**src/rtl/core/lrg_pkg.sv**
```systemverilog
// Shared types and constants for the line raster generator.
// Holds the item structs and the controller/datapath command and status groups.
// No dependencies.
package lrg_pkg;

  // Fixed field widths of the request and pixel items.
  localparam int COORD_W = 6;
  localparam int CODE_W = 8;

  // Default number of coordinate bits that take part in the arithmetic.
  localparam int COORD_BITS_DEF = 6;

  // One line request.
  typedef struct packed {
    logic [COORD_W-1:0] start_x;
    logic [COORD_W-1:0] start_y;
    logic [COORD_W-1:0] end_x;
    logic [COORD_W-1:0] end_y;
    logic [CODE_W-1:0]  fill_code;
  } lrg_in_t;

  // One plotted pixel.
  typedef struct packed {
    logic [COORD_W-1:0] pixel_x;
    logic [COORD_W-1:0] pixel_y;
    logic [CODE_W-1:0]  plot_code;
    logic               last_pixel;
  } lrg_out_t;

  // Commands from the controller to the datapath.
  typedef struct packed {
    logic load;
    logic step;
  } lrg_cmd_t;

  // Status from the datapath to the controller.
  typedef struct packed {
    logic load_last;
    logic step_last;
  } lrg_sts_t;

endpackage

```
**src/rtl/core/lrg_ctrl.sv**
```systemverilog
// Controller state machine of the line raster generator.
// Sequences loading and stepping of the datapath; uses lrg_pkg.
module lrg_ctrl
  import lrg_pkg::*;
(
  input  logic     clk,
  input  logic     rst_n,
  input  logic     start,
  output logic     busy,
  output lrg_cmd_t cmd,
  input  lrg_sts_t sts
);

  typedef enum logic [1:0] {
    ST_IDLE = 2'b01,
    ST_STEP = 2'b10
  } lrg_state_t;

  lrg_state_t state_r;
  lrg_state_t state_nxt;

  // Commands follow directly from the state and the start request.
  assign busy     = (state_r == ST_STEP);
  assign cmd.load = start && (state_r == ST_IDLE);
  assign cmd.step = (state_r == ST_STEP);

  // Next-state logic: a line whose start is its end needs no stepping.
  always_comb begin
    state_nxt = state_r;
    case (state_r)
      ST_IDLE: begin
        if (start && !sts.load_last) begin
          state_nxt = ST_STEP;
        end
      end
      ST_STEP: begin
        if (sts.step_last) begin
          state_nxt = ST_IDLE;
        end
      end
      default: begin
        state_nxt = ST_IDLE;
      end
    endcase
  end

  // State register.
  always_ff @(posedge clk) begin
    if (!rst_n) begin
      state_r <= ST_IDLE;
    end else begin
      state_r <= state_nxt;
    end
  end

endmodule

```
**src/rtl/core/lrg_dpath.sv**
```systemverilog
// Datapath of the line raster generator: position, error term and pixel output.
// Driven by lrg_ctrl through command and status structs; uses lrg_pkg.
module lrg_dpath
  import lrg_pkg::*;
#(
  parameter int COORD_BITS = COORD_BITS_DEF
) (
  input  logic     clk,
  input  logic     rst_n,
  input  lrg_cmd_t cmd,
  output lrg_sts_t sts,
  input  lrg_in_t  in_item,
  output logic     out_valid,
  output lrg_out_t out_item
);

  localparam int CB = COORD_BITS;
  localparam int EW = COORD_BITS + 3;
  localparam int CW = COORD_BITS + 1;
  localparam int MaxPix = 1 << COORD_BITS;

  // Request decode for loading.
  logic [CB-1:0] xs, ys, xe, ye;
  logic          xpos, ypos, xmaj;
  logic [CB-1:0] adx, ady, dmaj, dmin;
  logic [CB-1:0] maj_s, maj_e, min_s;
  logic signed [EW-1:0] err0;

  // Line state.
  logic                 swap_r;
  logic [CB-1:0]        maj_r, min_r, maj_end_r;
  logic                 maj_up_r, min_up_r;
  logic signed [EW-1:0] dmaj2_r, dmin2_r, err_r;
  logic [CW-1:0]        cnt_r;
  logic [CODE_W-1:0]    code_r;

  // Step results.
  logic                 emit;
  logic [CB-1:0]        maj_step, min_step;
  logic [CW-1:0]        cnt_inc;
  logic                 step_end;

  // Output registers.
  logic                 out_valid_r;
  logic [CB-1:0]        px_r, py_r;
  logic [CODE_W-1:0]    pcode_r;
  logic                 plast_r;

  // Work out direction, major axis and the starting error from the request.
  always_comb begin
    xs    = in_item.start_x[CB-1:0];
    ys    = in_item.start_y[CB-1:0];
    xe    = in_item.end_x[CB-1:0];
    ye    = in_item.end_y[CB-1:0];
    xpos  = xe > xs;
    ypos  = ye > ys;
    adx   = xpos ? (xe - xs) : (xs - xe);
    ady   = ypos ? (ye - ys) : (ys - ye);
    xmaj  = adx > ady;
    dmaj  = xmaj ? adx : ady;
    dmin  = xmaj ? ady : adx;
    maj_s = xmaj ? xs : ys;
    maj_e = xmaj ? xe : ye;
    min_s = xmaj ? ys : xs;
    err0  = EW'({dmin, 1'b0}) - EW'(dmaj);
  end

  // One step: a negative error moves along the major axis and plots.
  always_comb begin
    emit     = err_r[EW-1];
    maj_step = maj_up_r ? (maj_r + CB'(1)) : (maj_r - CB'(1));
    min_step = min_up_r ? (min_r + CB'(1)) : (min_r - CB'(1));
    cnt_inc  = cnt_r + CW'(1);
    step_end = (maj_step == maj_end_r) || (cnt_inc == CW'(MaxPix));
  end

  assign sts.load_last = (maj_s == maj_e);
  assign sts.step_last = cmd.step && emit && step_end;

  // Line state registers.
  always_ff @(posedge clk) begin
    if (cmd.load) begin
      swap_r    <= !xmaj;
      maj_r     <= maj_s;
      min_r     <= min_s;
      maj_end_r <= maj_e;
      maj_up_r  <= xmaj ? xpos : ypos;
      min_up_r  <= xmaj ? ypos : xpos;
      dmaj2_r   <= EW'({dmaj, 1'b0});
      dmin2_r   <= EW'({dmin, 1'b0});
      err_r     <= err0;
      cnt_r     <= CW'(1);
      code_r    <= in_item.fill_code;
    end else if (cmd.step) begin
      if (emit) begin
        maj_r <= maj_step;
        err_r <= err_r + dmin2_r;
        cnt_r <= cnt_inc;
      end else begin
        min_r <= min_step;
        err_r <= err_r - dmaj2_r;
      end
    end
  end

  // Pixel strobe: the start point on load, then each major-axis step.
  always_ff @(posedge clk) begin
    if (!rst_n) begin
      out_valid_r <= 1'b0;
    end else begin
      out_valid_r <= cmd.load || (cmd.step && emit);
    end
  end

  // Pixel payload.
  always_ff @(posedge clk) begin
    if (cmd.load) begin
      px_r    <= xs;
      py_r    <= ys;
      pcode_r <= in_item.fill_code;
      plast_r <= sts.load_last;
    end else if (cmd.step && emit) begin
      px_r    <= swap_r ? min_r : maj_step;
      py_r    <= swap_r ? maj_step : min_r;
      pcode_r <= code_r;
      plast_r <= step_end;
    end
  end

  assign out_valid           = out_valid_r;
  assign out_item.pixel_x    = COORD_W'(px_r);
  assign out_item.pixel_y    = COORD_W'(py_r);
  assign out_item.plot_code  = pcode_r;
  assign out_item.last_pixel = plast_r;

endmodule

```
**src/rtl/core/line_raster_generator_unit.sv**
```systemverilog
// Top level of the line raster generator.
// Instantiates lrg_ctrl and lrg_dpath; uses lrg_pkg.
//
// A request is taken when start is high and busy is low; its start point
// is registered and appears on the output in the next cycle. After that
// the datapath takes one step of the error term per cycle: a step along
// the major axis puts the next pixel out, a step along the minor axis
// only moves the position. Busy stays high while a line is stepped. The
// minor steps never outnumber the major ones, so a full diagonal is the
// longest line to step. The next request may be given in the cycle busy
// falls. Pixels are presented for exactly one cycle with out_valid high
// and cannot be held off; the last pixel of each line carries last_pixel.
module line_raster_generator_unit
  import lrg_pkg::*;
#(
  parameter int COORD_BITS = COORD_BITS_DEF
) (
  input  logic     clk,
  input  logic     rst_n,
  input  logic     start,
  output logic     busy,
  input  lrg_in_t  in_item,
  output logic     out_valid,
  output lrg_out_t out_item
);

  lrg_cmd_t cmd;
  lrg_sts_t sts;

  // Sequencing.
  lrg_ctrl u_ctrl (
    .clk   (clk),
    .rst_n (rst_n),
    .start (start),
    .busy  (busy),
    .cmd   (cmd),
    .sts   (sts)
  );

  // Stepping and pixel output.
  lrg_dpath #(
    .COORD_BITS (COORD_BITS)
  ) u_dpath (
    .clk       (clk),
    .rst_n     (rst_n),
    .cmd       (cmd),
    .sts       (sts),
    .in_item   (in_item),
    .out_valid (out_valid),
    .out_item  (out_item)
  );

endmodule

```
**config.mk**
```make
export PLATFORM = sky130hd
export DESIGN_NAME = line_raster_generator_unit
export DESIGN_NICKNAME = d
export VERILOG_FILES = /design/src/rtl/core/lrg_pkg.sv /design/src/rtl/core/lrg_ctrl.sv /design/src/rtl/core/lrg_dpath.sv /design/src/rtl/core/line_raster_generator_unit.sv
export SDC_FILE = /design/constraint.sdc
export NUM_CORES = 1
export LEC_CHECK = 0
export ABC_CLOCK_PERIOD_IN_PS = 6900
export BUFFER_PORTS_ARGS = -buffer_cell sky130_fd_sc_hd__buf_4
export CORE_MARGIN = 2
export CORE_UTILIZATION = 50
export CTS_CLUSTER_DIAMETER = 100
export DETAILED_ROUTE_END_ITERATION = 6
export PLACE_DENSITY_LB_ADDON = 0.3
export SYNTH_ARGS = -nofsm -noshare
export SYNTH_HDL_FRONTEND = slang
export SYNTH_SLANG_ARGS = --single-unit
```
**constraint.sdc**
```tcl
create_clock -name clk -period 6.9 [get_ports clk]
set_input_delay 0.69 -clock clk [delete_from_list [all_inputs] [get_ports clk]]
set_output_delay 0.69 -clock clk [all_outputs]
set_load 0.05 [all_outputs]
```
==> results.md <==
* Commonest cells post-synth: edfxtp_1 (70), nand2_1 (68), inv_1 (57), ha_1 (50)
* Gr usage total at 21.5%
* Core Footprint at about 11,000 sq um
* Post-synth EDFFs at 70
* Mux contribution to synthesized area at under 10%
* Max cap viols at 0
* Register bit total from synthesis at 80
* Number of global-route vias before repair at 4,347
* Final worst clock skew at around 0.0086 ns
* Share of post-route cells with drive strength above 1 at a little over an eighth
* Antenna fix cells at 0
* Predominant post-synthesis flop cell: edfxtp_1
* Netlist Area Pre-Place at roughly 5700 sq um
* Worst Hold Class: register to register
* Syn Nets at 679
* Crit. End Element: register
* Area after DPL at 6200 sq um
* Initial core utilization at around half
* Worst Path Max Fanout at 12
* Xor and xnor area share after synthesis at under 10%
* Outcome: finished, final reports clean
* DRC at 0
* RSZ-0062 raised after global routing: false
* Global-route wire length before repair at ~21 mm
* VDD IR-drop max at ~230 uV
* Final Non-Filler Cells at 781
* Kind of critical path: input port to register
* GPL Wtd Cong at 1.01
* Synthesized area per cell at approximately 9.7 sq um
* Yosys top cell by area: edfxtp_1
* Die X-Extent at 110 microns
* DR iter-0 viols at 242
* Synth warn at 0
* Hold bufs inserted after CTS at 0
* Fin crit share at 82.4%
* Final Setup Violations at 0
* Setup Buffers After CTS at 0
* Sink Count at 80
* DR vias at 4,406
* Mapped Cells at 586
* Final Cell Area at approximately 6500 sq um
* Synth top area share at 37.1%
* Die height at 110 microns
* Worst-path clk slew at 0.06 ns
* Simple logic cell fraction of the synthesized area at 11.7%
* Initial antenna violation count at 0
* Setup TNS at 0 ns
* Worst-Margin Slew at 0.895 ns
* CTS HTree Levels at 3
* Adder-Cell Fraction of Synth Area at between 10% and 20%
* Worst EP arrival at ~5.8 ns
* GRT Residual Overflow at 0
* Largest family of logic cells by synthesized area: compound AO/OA/AOI/OAI gates
* Asr flop ratio synth at 0%
* CTS tree: done
* Largest net degree at the start of global routing at 71
* Pwr Density at approximately 450 nW/um^2
* CTS Buf Count at 9
* Vias/cell at between 5 and 6
* Fmax at 0.176 GHz
* CTS Root Cell: clkbuf_16
* Lkg Pwr at approximately 0.0028 uW
* Clock Latency Late Sink at about 0.34 ns
* Num rows at 38
* WL final at 13.1 mm
* Top-count cell post-synth: edfxtp_1
* Final slew viol count at 0
* Port Buffer Count at 57
* Crit start category: input port
* Compound-Gate Fraction of Synth Area at 15.7%
* Ports at 58
* Routed Antenna Nets at 0
* CP Data Required Time at 6.97 ns
* Clock Path Buffers at 2
* Seq/Total Area, Yosys at 40.6%
* Post-CTS Resized at 0
* Die ar. at 12,200 sq um
* Drt pass-1 iters at 5
* DR WL/cell at roughly 17 microns
* Synth unique cells at 52
* Hold Vio Cnt, Final at 0
* HPWL Detailed at 9.90 mm
* Area contributors post-synth: edfxtp_1 (37%), ha_1 (11%), xnor2_1 (4.9%)
* Placed insts at ~770
* Rel. slew slack at 39.7%
* Synth-to-Final Area Change at 14.5%
* Crit path time final at 5.68 ns
* Nets at approximately 730
==> state kept, by name (all words and copies together), names as in the netlist <==
name and count:
u_dpath.min_up_r 1, u_dpath.swap_r 1, u_dpath.cnt_r 7, u_dpath.py_r 6, u_dpath.maj_up_r 1, u_dpath.plast_r 1
u_dpath.dmaj2_r 6, u_ctrl.state_r 2, u_dpath.err_r 8, u_dpath.code_r 8, u_dpath.px_r 6, u_dpath.min_r 6
u_dpath.pcode_r 8, u_dpath.dmin2_r 6, u_dpath.maj_end_r 6, u_dpath.out_valid 1, u_dpath.maj_r 6
==> worst paths after layout <==
path | from | to | slack [ns] | depth (start not counted)
setup / recovery | in_item[8] | u_dpath.err_r[6] | 1.22 | 27
hold / removal | u_dpath.cnt_r[0] | u_dpath.cnt_r[0] | 0.48 | 1
hold reg to reg | u_dpath.cnt_r[0] | u_dpath.cnt_r[0] | 0.48 | 1
setup reg to reg | u_dpath.err_r[8] | u_dpath.err_r[8] | 3.99 | 10
==> per-layer routing <==
metal,vias up,wire (microns),global-route usage (%),share of wire (%)
met4,0,234,7.58,1.8
li1,2163,-,-,-
met1,2056,6060,30.1,46
met3,17,884,4.01,6.8
met5,-,0,0,0
met2,170,5890,33.5,45
==> layout make-up <==
type                       instances  area, sq um
clock buffer                      10          229
clock inverter                     6         58.8
fill                             942         4450
inverter                          58          218
multi-input combinational        427         3050
sequential                        80         2300
tap                              140          175
timing repair buffer              60          450
==> worst max-delay path, stage by stage <==
cell      delay, ns
buf_4          0.12
inv_1          0.07
ha_1           0.16
inv_1          0.05
fa_1           0.44
a211oi_2       0.21
nor2_1         0.09
o31ai_4        0.41
mux2i_1        0.37
xnor2_2        0.14
ha_1           0.32
and4_1         0.19
o21ai_0        0.11
nand3_1        0.12
and2_1         0.25
inv_1          0.22
nand2_1        0.11
a21boi_0       0.38
inv_1          0.12
fa_1           0.45
nor2b_1        0.12
o21ai_0        0.08
nand2_1        0.11
a21o_1         0.12
a21oi_1        0.07
xnor2_1        0.13
o21ai_0        0.08
==> cells in the final DEF, fill, tap and decap left out, types with 8 or more instances in the layout <==
cell type,Yosys,final
nand3_1,9,9
clkbuf_16,0,9
buf_4,1,60
a21o_1,11,11
mux2i_1,20,20
inv_1,57,57
o21ai_0,46,46
nor2_1,39,39
ha_1,50,50
xnor2_1,32,32
a21oi_1,46,46
a211oi_1,12,12
fa_1,8,8
nand2_1,68,68
xor2_1,20,20
dfxtp_1,10,10
edfxtp_1,70,70
==> metrics by stage <==
| step | setup slack [ns] | power (uW) | hold slack, ns | utilization [%] |
|---|---|---|---|---|
| finish | 1.22 | 2890 | 0.480 | 59.3 |
| global route | 0.727 | 3100 | 0.519 | 59.3 |
| CTS | 1.29 | 2880 | 0.480 | 59.3 |
| detailed placement | 0.961 | 2410 | 0.473 | 56.7 |
| global placement | 1.15 | 2360 | 0.463 | 56.7 |
| floorplan | 1.39 | 2050 | 0.446 | - |
==> power breakdown <==
group	switching (uW)	leakage, uW	internal [uW]
clock	185	0.000138	278
combinational	949	0.00193	638
sequential	90.9	0.000750	750
==> cell families after synthesis <==
logic type	after synthesis
and+or+nand+nor	148
muxes	24
buffers and inverters	79
adders and majority gates	58
AOI/OAI and AO/OA	144
xor gates and xnor gates	53
DFF	80
No activity file was read; power rests on OpenSTA's default activity.
